File: config.mk
export PLATFORM = sky130hd
export DESIGN_NAME = bubble_sort_engine
export DESIGN_NICKNAME = d
export VERILOG_FILES = /design/src/rtl/bse_pkg.sv /design/src/rtl/bubble_sort_engine.sv /design/src/rtl/bse_ram.sv /design/src/rtl/bse_cmp_unit.sv
export SDC_FILE = /design/constraint.sdc
export NUM_CORES = 2
export LEC_CHECK = 0
export BUFFER_PORTS_ARGS = -buffer_cell sky130_fd_sc_hd__buf_2
export CAP_MARGIN = 20
export CORE_MARGIN = 10
export CORE_UTILIZATION = 40
export DETAILED_ROUTE_END_ITERATION = 16
export PLACE_DENSITY_LB_ADDON = 0.25
export SETUP_SLACK_MARGIN = 0.15
export SYNTH_ARGS = -nofsm -noshare
export SYNTH_HDL_FRONTEND = slang
export SYNTH_HIERARCHICAL = 1
export SYNTH_SLANG_ARGS = --single-unit
File: constraint.sdc
create_clock -name clk -period 10.8 [get_ports clk]
set_clock_uncertainty 0.15 [all_clocks]
set_input_delay 2.16 -clock clk [delete_from_list [all_inputs] [get_ports clk]]
set_output_delay 2.16 -clock clk [all_outputs]
set_load 0.05 [all_outputs]
File: src/rtl/bse_pkg.sv
// Shared types and constants for the bubble sort engine.
// No dependencies; used by bubble_sort_engine and bse_cmp_unit.
`default_nettype none

package bse_pkg;

  localparam int unsigned DATA_W = 32;

  typedef enum logic [2:0] {
    S_COLLECT,
    S_PASS_RD0,
    S_PASS_LD,
    S_SWEEP,
    S_PASS_END,
    S_OUT_RD,
    S_OUT_LD,
    S_OUT_SEND
  } state_t;

  // Control of the shared compare/swap unit.
  typedef struct packed {
    logic load;  // take the first entry of a pass into the carry register
    logic step;  // compare carry against the next entry, keep the larger
  } cmp_ctl_t;

endpackage

`default_nettype wire

File: src/rtl/bubble_sort_engine.sv
// Bubble sort engine: collects signed values, sorts ascending, streams them out.
// After the closing transfer the kept values are sorted by bubble passes; then each
// result is read from RAM, registered and offered, held while the output stalls.
// Input: one transfer per cycle while collecting; no new set is taken until the
// last result is sent. Sorting speed is set by the single compare unit on one RAM port.
// Reset (rst, synchronous): empty set, ready to collect. Uses bse_pkg, bse_ram, bse_cmp_unit.
`default_nettype none

module bubble_sort_engine #(
  parameter int unsigned MAX_ITEMS = 64  // capacity, 2..64
) (
  input  logic                               clk,
  input  logic                               rst,
  // Input stream
  input  logic                               s_axis_tvalid,
  output logic                               s_axis_tready,
  input  logic signed [bse_pkg::DATA_W-1:0]  s_axis_tdata,   // [31:0] value
  input  logic                               s_axis_tlast,   // is_last
  // Output stream
  output logic                               m_axis_tvalid,
  input  logic                               m_axis_tready,
  output logic signed [bse_pkg::DATA_W-1:0]  m_axis_tdata,   // [31:0] sorted_value
  output logic                               m_axis_tlast,   // is_last_res
  output logic                               m_axis_tuser    // [0] overflowed
);

  localparam int unsigned AW = $clog2(MAX_ITEMS);
  localparam int unsigned CW = $clog2(MAX_ITEMS + 1);

  bse_pkg::state_t state, state_next;

  logic [CW-1:0] count, count_next;          // values kept in this set
  logic          ovf, ovf_next;              // items dropped in this set
  logic [AW-1:0] k, k_next;                  // sweep / emit index
  logic [AW-1:0] last_idx, last_idx_next;    // top index of the current pass

  // RAM and compare unit hookup
  logic                       ram_we;
  logic [AW-1:0]              ram_waddr;
  logic [bse_pkg::DATA_W-1:0] ram_wdata;
  logic [AW-1:0]              ram_raddr;
  logic [bse_pkg::DATA_W-1:0] ram_rdata;
  bse_pkg::cmp_ctl_t          cmp_ctl;
  logic [bse_pkg::DATA_W-1:0] cmp_wdata;
  logic [bse_pkg::DATA_W-1:0] cmp_carry;

  // Output payload register
  logic [bse_pkg::DATA_W-1:0] out_data;
  logic                       out_last;

  logic          in_xfer;
  logic          full;
  logic [CW-1:0] n_kept;

  assign in_xfer = s_axis_tvalid && s_axis_tready;
  assign full    = (count == CW'(MAX_ITEMS));
  assign n_kept  = full ? count : count + CW'(1);

  bse_ram #(
    .WIDTH (bse_pkg::DATA_W),
    .DEPTH (MAX_ITEMS)
  ) u_ram (
    .clk   (clk),
    .we    (ram_we),
    .waddr (ram_waddr),
    .wdata (ram_wdata),
    .raddr (ram_raddr),
    .rdata (ram_rdata)
  );

  bse_cmp_unit u_cmp (
    .clk   (clk),
    .ctl   (cmp_ctl),
    .rdata (ram_rdata),
    .wdata (cmp_wdata),
    .carry (cmp_carry)
  );

  always_ff @(posedge clk) begin
    if (rst) begin
      state    <= bse_pkg::S_COLLECT;
      count    <= '0;
      ovf      <= 1'b0;
      k        <= '0;
      last_idx <= '0;
    end else begin
      state    <= state_next;
      count    <= count_next;
      ovf      <= ovf_next;
      k        <= k_next;
      last_idx <= last_idx_next;
    end
  end

  // Output payload, registered from the RAM read data in S_OUT_LD.
  always_ff @(posedge clk) begin
    if (state == bse_pkg::S_OUT_LD) begin
      out_data <= ram_rdata;
      out_last <= ((CW'(k) + CW'(1)) == count);
    end
  end

  always_comb begin
    state_next    = state;
    count_next    = count;
    ovf_next      = ovf;
    k_next        = k;
    last_idx_next = last_idx;
    ram_we        = 1'b0;
    ram_waddr     = k;
    ram_wdata     = cmp_wdata;
    ram_raddr     = '0;
    cmp_ctl       = '0;
    s_axis_tready = 1'b0;
    m_axis_tvalid = 1'b0;

    unique case (state)
      bse_pkg::S_COLLECT: begin
        s_axis_tready = 1'b1;
        if (in_xfer) begin
          if (!full) begin
            ram_we     = 1'b1;
            ram_waddr  = count[AW-1:0];
            ram_wdata  = s_axis_tdata;
            count_next = count + CW'(1);
          end else begin
            ovf_next = 1'b1;
          end
          if (s_axis_tlast) begin
            last_idx_next = AW'(n_kept - CW'(1));
            k_next        = '0;
            // a single value is already sorted
            state_next    = (n_kept == CW'(1)) ? bse_pkg::S_OUT_RD : bse_pkg::S_PASS_RD0;
          end
        end
      end
      bse_pkg::S_PASS_RD0: begin
        ram_raddr  = '0;
        state_next = bse_pkg::S_PASS_LD;
      end
      bse_pkg::S_PASS_LD: begin
        cmp_ctl.load = 1'b1;
        ram_raddr    = AW'(1);
        k_next       = '0;
        state_next   = bse_pkg::S_SWEEP;
      end
      bse_pkg::S_SWEEP: begin
        // rdata holds entry k+1; the smaller of carry/rdata settles at k
        cmp_ctl.step = 1'b1;
        ram_we       = 1'b1;
        ram_waddr    = k;
        ram_wdata    = cmp_wdata;
        if (k + AW'(1) == last_idx) begin
          state_next = bse_pkg::S_PASS_END;
        end else begin
          ram_raddr = k + AW'(2);
          k_next    = k + AW'(1);
        end
      end
      bse_pkg::S_PASS_END: begin
        // largest of the pass lands at the top
        ram_we        = 1'b1;
        ram_waddr     = last_idx;
        ram_wdata     = cmp_carry;
        last_idx_next = last_idx - AW'(1);
        k_next        = '0;
        state_next    = (last_idx == AW'(1)) ? bse_pkg::S_OUT_RD : bse_pkg::S_PASS_RD0;
      end
      bse_pkg::S_OUT_RD: begin
        ram_raddr  = k;
        state_next = bse_pkg::S_OUT_LD;
      end
      bse_pkg::S_OUT_LD: begin
        state_next = bse_pkg::S_OUT_SEND;
      end
      bse_pkg::S_OUT_SEND: begin
        m_axis_tvalid = 1'b1;
        if (m_axis_tready) begin
          if (out_last) begin
            count_next = '0;
            ovf_next   = 1'b0;
            k_next     = '0;
            state_next = bse_pkg::S_COLLECT;
          end else begin
            k_next     = k + AW'(1);
            state_next = bse_pkg::S_OUT_RD;
          end
        end
      end
      default: begin
        state_next = bse_pkg::S_COLLECT;
      end
    endcase
  end

  assign m_axis_tdata = out_data;
  assign m_axis_tlast = out_last;
  assign m_axis_tuser = ovf;

  // Input and output sides are never open together.
  a_sides_exclusive: assert property (@(posedge clk) disable iff (rst)
    m_axis_tvalid |-> !s_axis_tready)
    else $error("input ready while a result is offered");

  // Closing transfer stops collection.
  a_close_stops_input: assert property (@(posedge clk) disable iff (rst)
    (s_axis_tvalid && s_axis_tready && s_axis_tlast) |=> !s_axis_tready)
    else $error("still collecting after the closing transfer");

  // Fill count stays within capacity.
  a_count_bound: assert property (@(posedge clk) disable iff (rst)
    count <= CW'(MAX_ITEMS))
    else $error("item count beyond capacity");

  // Sweep index stays below the pass top.
  a_sweep_bound: assert property (@(posedge clk) disable iff (rst)
    (state == bse_pkg::S_SWEEP) |-> (k < last_idx))
    else $error("sweep index past pass top");

  // Emission index stays inside the kept set.
  a_emit_bound: assert property (@(posedge clk) disable iff (rst)
    (state == bse_pkg::S_OUT_SEND) |-> (CW'(k) < count))
    else $error("emitting beyond kept values");

endmodule

`default_nettype wire

File: src/rtl/bse_ram.sv
// Generic single-write, single-read RAM with registered read data.
// No dependencies.
`default_nettype none

module bse_ram #(
  parameter int unsigned WIDTH = 32,
  parameter int unsigned DEPTH = 64
) (
  input  logic                     clk,
  input  logic                     we,
  input  logic [$clog2(DEPTH)-1:0] waddr,
  input  logic [WIDTH-1:0]         wdata,
  input  logic [$clog2(DEPTH)-1:0] raddr,
  output logic [WIDTH-1:0]         rdata
);

  logic [WIDTH-1:0] mem [DEPTH];

  always_ff @(posedge clk) begin
    if (we) begin
      mem[waddr] <= wdata;
    end
    rdata <= mem[raddr];
  end

endmodule

`default_nettype wire

File: src/rtl/bse_cmp_unit.sv
// Shared compare/swap unit: carries the larger value along one bubble pass.
// Depends on bse_pkg.
`default_nettype none

module bse_cmp_unit (
  input  logic                          clk,
  input  bse_pkg::cmp_ctl_t             ctl,
  input  logic [bse_pkg::DATA_W-1:0]    rdata,   // entry k+1 during a step
  output logic [bse_pkg::DATA_W-1:0]    wdata,   // value that settles at entry k
  output logic [bse_pkg::DATA_W-1:0]    carry    // largest value seen in the pass
);

  logic gt;

  // Signed compare; equal values are not swapped.
  assign gt    = $signed(carry) > $signed(rdata);
  assign wdata = gt ? rdata : carry;

  always_ff @(posedge clk) begin
    if (ctl.load) begin
      carry <= rdata;
    end else if (ctl.step && !gt) begin
      carry <= rdata;
    end
  end

endmodule

`default_nettype wire
==> key figures <==
CTS
  – Hold-fix buffers, CTS: 0
  – # clock sinks: 2,168
  – CTS Buf Count: 214
  – Clock Latency Late Sink: 0.84 ns
  – Htree depth: 4
  – Maximum root-to-sink buffer count: 3
  – Clock Pin Slew Worst Setup and Hold Paths: 0.06 ns
  – TritonCTS clock tree: yes
  – CTS Root Cell: clkbuf_16
  – Post CTS Setup Buffer Count: 0
  – Post-cts sizing count: 0

Synthesis
  – Count leader, synth: edfxtp_1
  – Yosys top cell area share: 74.8%
  – Yosys top cell by area: edfxtp_1
  – Syn nets: 4,029
  – Gate Count Post-Synth: 3,952
  – Asr flop ratio synth: 0%
  – Post-synthesis cell type count: 81
  – Post-synth top flop: edfxtp_1
  – Yosys warns: 6
  – Yosys reg bits: 2,168
  – Area contributors post-synth: edfxtp_1 (75%), mux4_2 (14%), dfxtp_1 (1.3%)
  – Mean Syn Cell Area: 21.5 µm²
  – Synthesized area: 84,800 µm²
  – Post-synth EDFFs: 2,113
  – Synth top cells by count: edfxtp_1 (2,113), mux4_2 (544), nor2_1 (169)
  – Post-synthesis sequential area ratio: 76.1%

Timing
  – # setup viols final: 0
  – Min Tclk post-route: 5.98 ns
  – RSZ-0062 raised after global routing: false
  – Fmax: 167 MHz
  – Slew of the pin with the lowest slew margin: 1.23 ns
  – Final Max Slew Viols: 0
  – Final Hold Fails: 0
  – Relative slew slack: 17.8%
  – TNS Setup: 0 ns
  – WHS: 0.379 ns
  – Final Cycle Share: 55.3%

Setup path
  – Worst r2r dst: u_ram/rdata[3]$_DFF_P_
  – Worst Setup Start Kind: register
  – Crit path max fanout: 47
  – Slowest stage cell, crit path: nand2_1
  – Kind of critical path: reg -> reg
  – Crit-path cells: ha_1 -> nand4_1 -> xnor2_1 -> o2111a_1 -> nand2_1 -> a21oi_1 -> nor2b_4 -> buf_4 -> nand2_1 -> o22ai_1 -> nor2_1 -> a21oi_1 -> nor2_1
  – Cells on worst reg2reg path: 13
  – Critical R2R Launch: k[2]$_SDFFE_PP0P_
  – Req. time, crit path: 11.33 ns
  – Worst path arrival time: 6.50 ns
  – CP max stage delay: 0.91 ns
  – Worst R2R Setup Slack: 4.82 ns
  – CP Capture Type: register

Drt
  – DR iter-0 viols: 5,306
  – WL per Instance: 31.7 µm
  – DRC: 0
  – WL final: 227,000 µm
  – Vias: 41.6k
  – Vias per cell: 5.82
  – Pre-antenna DRT Iters: 6
  – Detail Route Antenna Nets: 0

Floorplan
  – Initial core utilization: 40.3%
  – Die area: 231,000 µm²
  – Die X: 480 µm
  – Row count: 168
  – Top Ports: 73
  – Die outline height: 480 µm
  – Core Box Area: 210,000 µm²

Pwr
  – Comb pwr share: 16.4%
  – Leak Pwr: 29.3 nW
  – Reg power frac: 50.3%
  – VDD IR max: 0.205 mV
  – Pwr Density: 224 nW/µm²
  – Clk pwr share: 33.3%
  – Cell-internal power: 0.0157 W
  – Net load switching power: 0.00602 W
  – Sw Ratio: 27.7%

Worst hold path
  – Hold path endpoint: u_cmp/carry[3]$_DFFE_PP_
  – WHS Path Cells: 0
  – Hold_sp: u_ram/rdata[3]$_DFF_P_
  – Min-delay worst type: reg -> reg

Placement
  – Final Wtd Congestion: 0.833
  – Dpl hpwl: 132,000 µm
  – Post-DP Area: 89,700 µm²
  – Port bufs: 72

Final layout
  – Footprint of the multi-input gates: 19,800 µm²
  – FF/Latch Area: 64,600 µm²
  – Post-Layout Inst Area: 96,700 µm²
  – Fraction of layout cells with a size suffix above 1: 28.1%
  – Layout area overhead: 14.0%
  – Post-layout util: 46.0%
  – Nets: 4,240
  – Fillers: 17.5k

Global routing
  – Vias in the first global route: 41.5k
  – Antenna violations before repair: 12
  – Largest net degree at the start of global routing: 105
  – Total track usage: 19.3%
  – First-pass GRT wire length: 321,000 µm
  – GR Overflow Total: 0

Outcome
  – Status: complete, no violations

Run
  – MaxCap Viol Count: 0
[cells by family after synthesis]
kind of cell | Yosys count | share of synthesized area, %
and+or+nand+nor | 367 | 2.09
muxes | 669 | 16.1
AOI/OAI and AO/OA | 410 | 3.22
DFF | 2168 | 76.1
xor gates and xnor gates | 29 | 0.316
buffers and inverters | 269 | 1.58
adders and majority gates | 40 | 0.590
[cell usage in the layout (no fill, tap or decap), drive strengths merged, types with 20 or more instances in the layout]
master and n:
ha 40, nor2 170, mux2i 93, edfxtp 2113
a21oi 94, nor2b 20, nand2 67, mux4 544
a22oi 92, clkinv 80, buf 221, o21ai 53
clkbuf 292, inv 51, o22ai 88, dfxtp 55
mux2 32, o221ai 27
[final cells by class]
cell class,instances,area share (%)
Sequential cell,2168,66.8
Multi-Input combinational cell,1515,20.5
Clock buffer,292,6.00
Tap cell,2805,3.63
Timing Repair Buffer,221,1.91
Clock inverter,104,1.03
Inverter,43,0.167
Antenna cell,2,0.00518
[sequential cells by signal, indices dropped and copies added, names as in the netlist]
| register | flops |
|---|---|
| count | 7 |
| k | 6 |
| last_idx | 6 |
| m_axis_tdata | 32 |
| m_axis_tlast | 1 |
| m_axis_tuser | 1 |
| state | 3 |
| u_cmp/carry | 32 |
| u_ram/mem | 2048 |
| u_ram/rdata | 32 |
[per-layer routing]
layer	wire (µm)	track usage [%]	up-vias
met5	0	0	-
met4	7350	5.87	0
met3	18000	3.79	310
met2	106000	30.0	1760
met1	95300	27.7	22451
li1	-	-	17064
[power by group through the flow]
stage	Sequential, W	Combinational [W]	Clock (W)
after floorplan	0.0111	0.00184	0
after global placement	0.0111	0.00351	0
after detailed placement	0.0111	0.00361	0
after CTS	0.0109	0.00360	0.00737
after global routing	0.0109	0.00378	0.00771
final	0.0109	0.00355	0.00723
[per-stage QoR]
stage | power (W) | setup WS, ns | std cells
after CTS | 0.0219 | 4.80 | 7138
after detailed placement | 0.0147 | 4.06 | 6742
final | 0.0217 | 4.82 | 7150
after global placement | 0.0146 | 3.77 | 6733
after floorplan | 0.0129 | 4.54 | 3952
after global routing | 0.0224 | 4.43 | 7148
[how the worst max path moves through the flow]
stage	startpoint	end	cells past startpoint
6_report	k[2]$_SDFFE_PP0P_	u_ram/rdata[3]$_DFF_P_	13
5_1_grt	k[0]$_SDFFE_PP0P_	u_ram/rdata[10]$_DFF_P_	13
4_1_cts	k[2]$_SDFFE_PP0P_	u_ram/rdata[10]$_DFF_P_	13
3_5_place_dp	s_axis_tvalid	u_ram/mem[25][22]$_DFFE_PP_	7
3_3_place_gp	s_axis_tvalid	u_ram/mem[27][22]$_DFFE_PP_	8
2_1_floorplan	s_axis_tvalid	u_ram/mem[0][12]$_DFFE_PP_	5
[worst max-delay path: cells and delay by family (launching register included)]
| family | cells | cell delay, ns |
|---|---|---|
| xor gates and xnor gates | 1 | 0.22 |
| AOI/OAI and AO/OA | 4 | 1.31 |
| adders and majority gates | 1 | 0.40 |
| DFF | 1 | 0.61 |
| buffers and inverters | 1 | 0.79 |
| and+or+nand+nor | 6 | 2.27 |
Note: power is estimated with default switching activity, not from simulation.
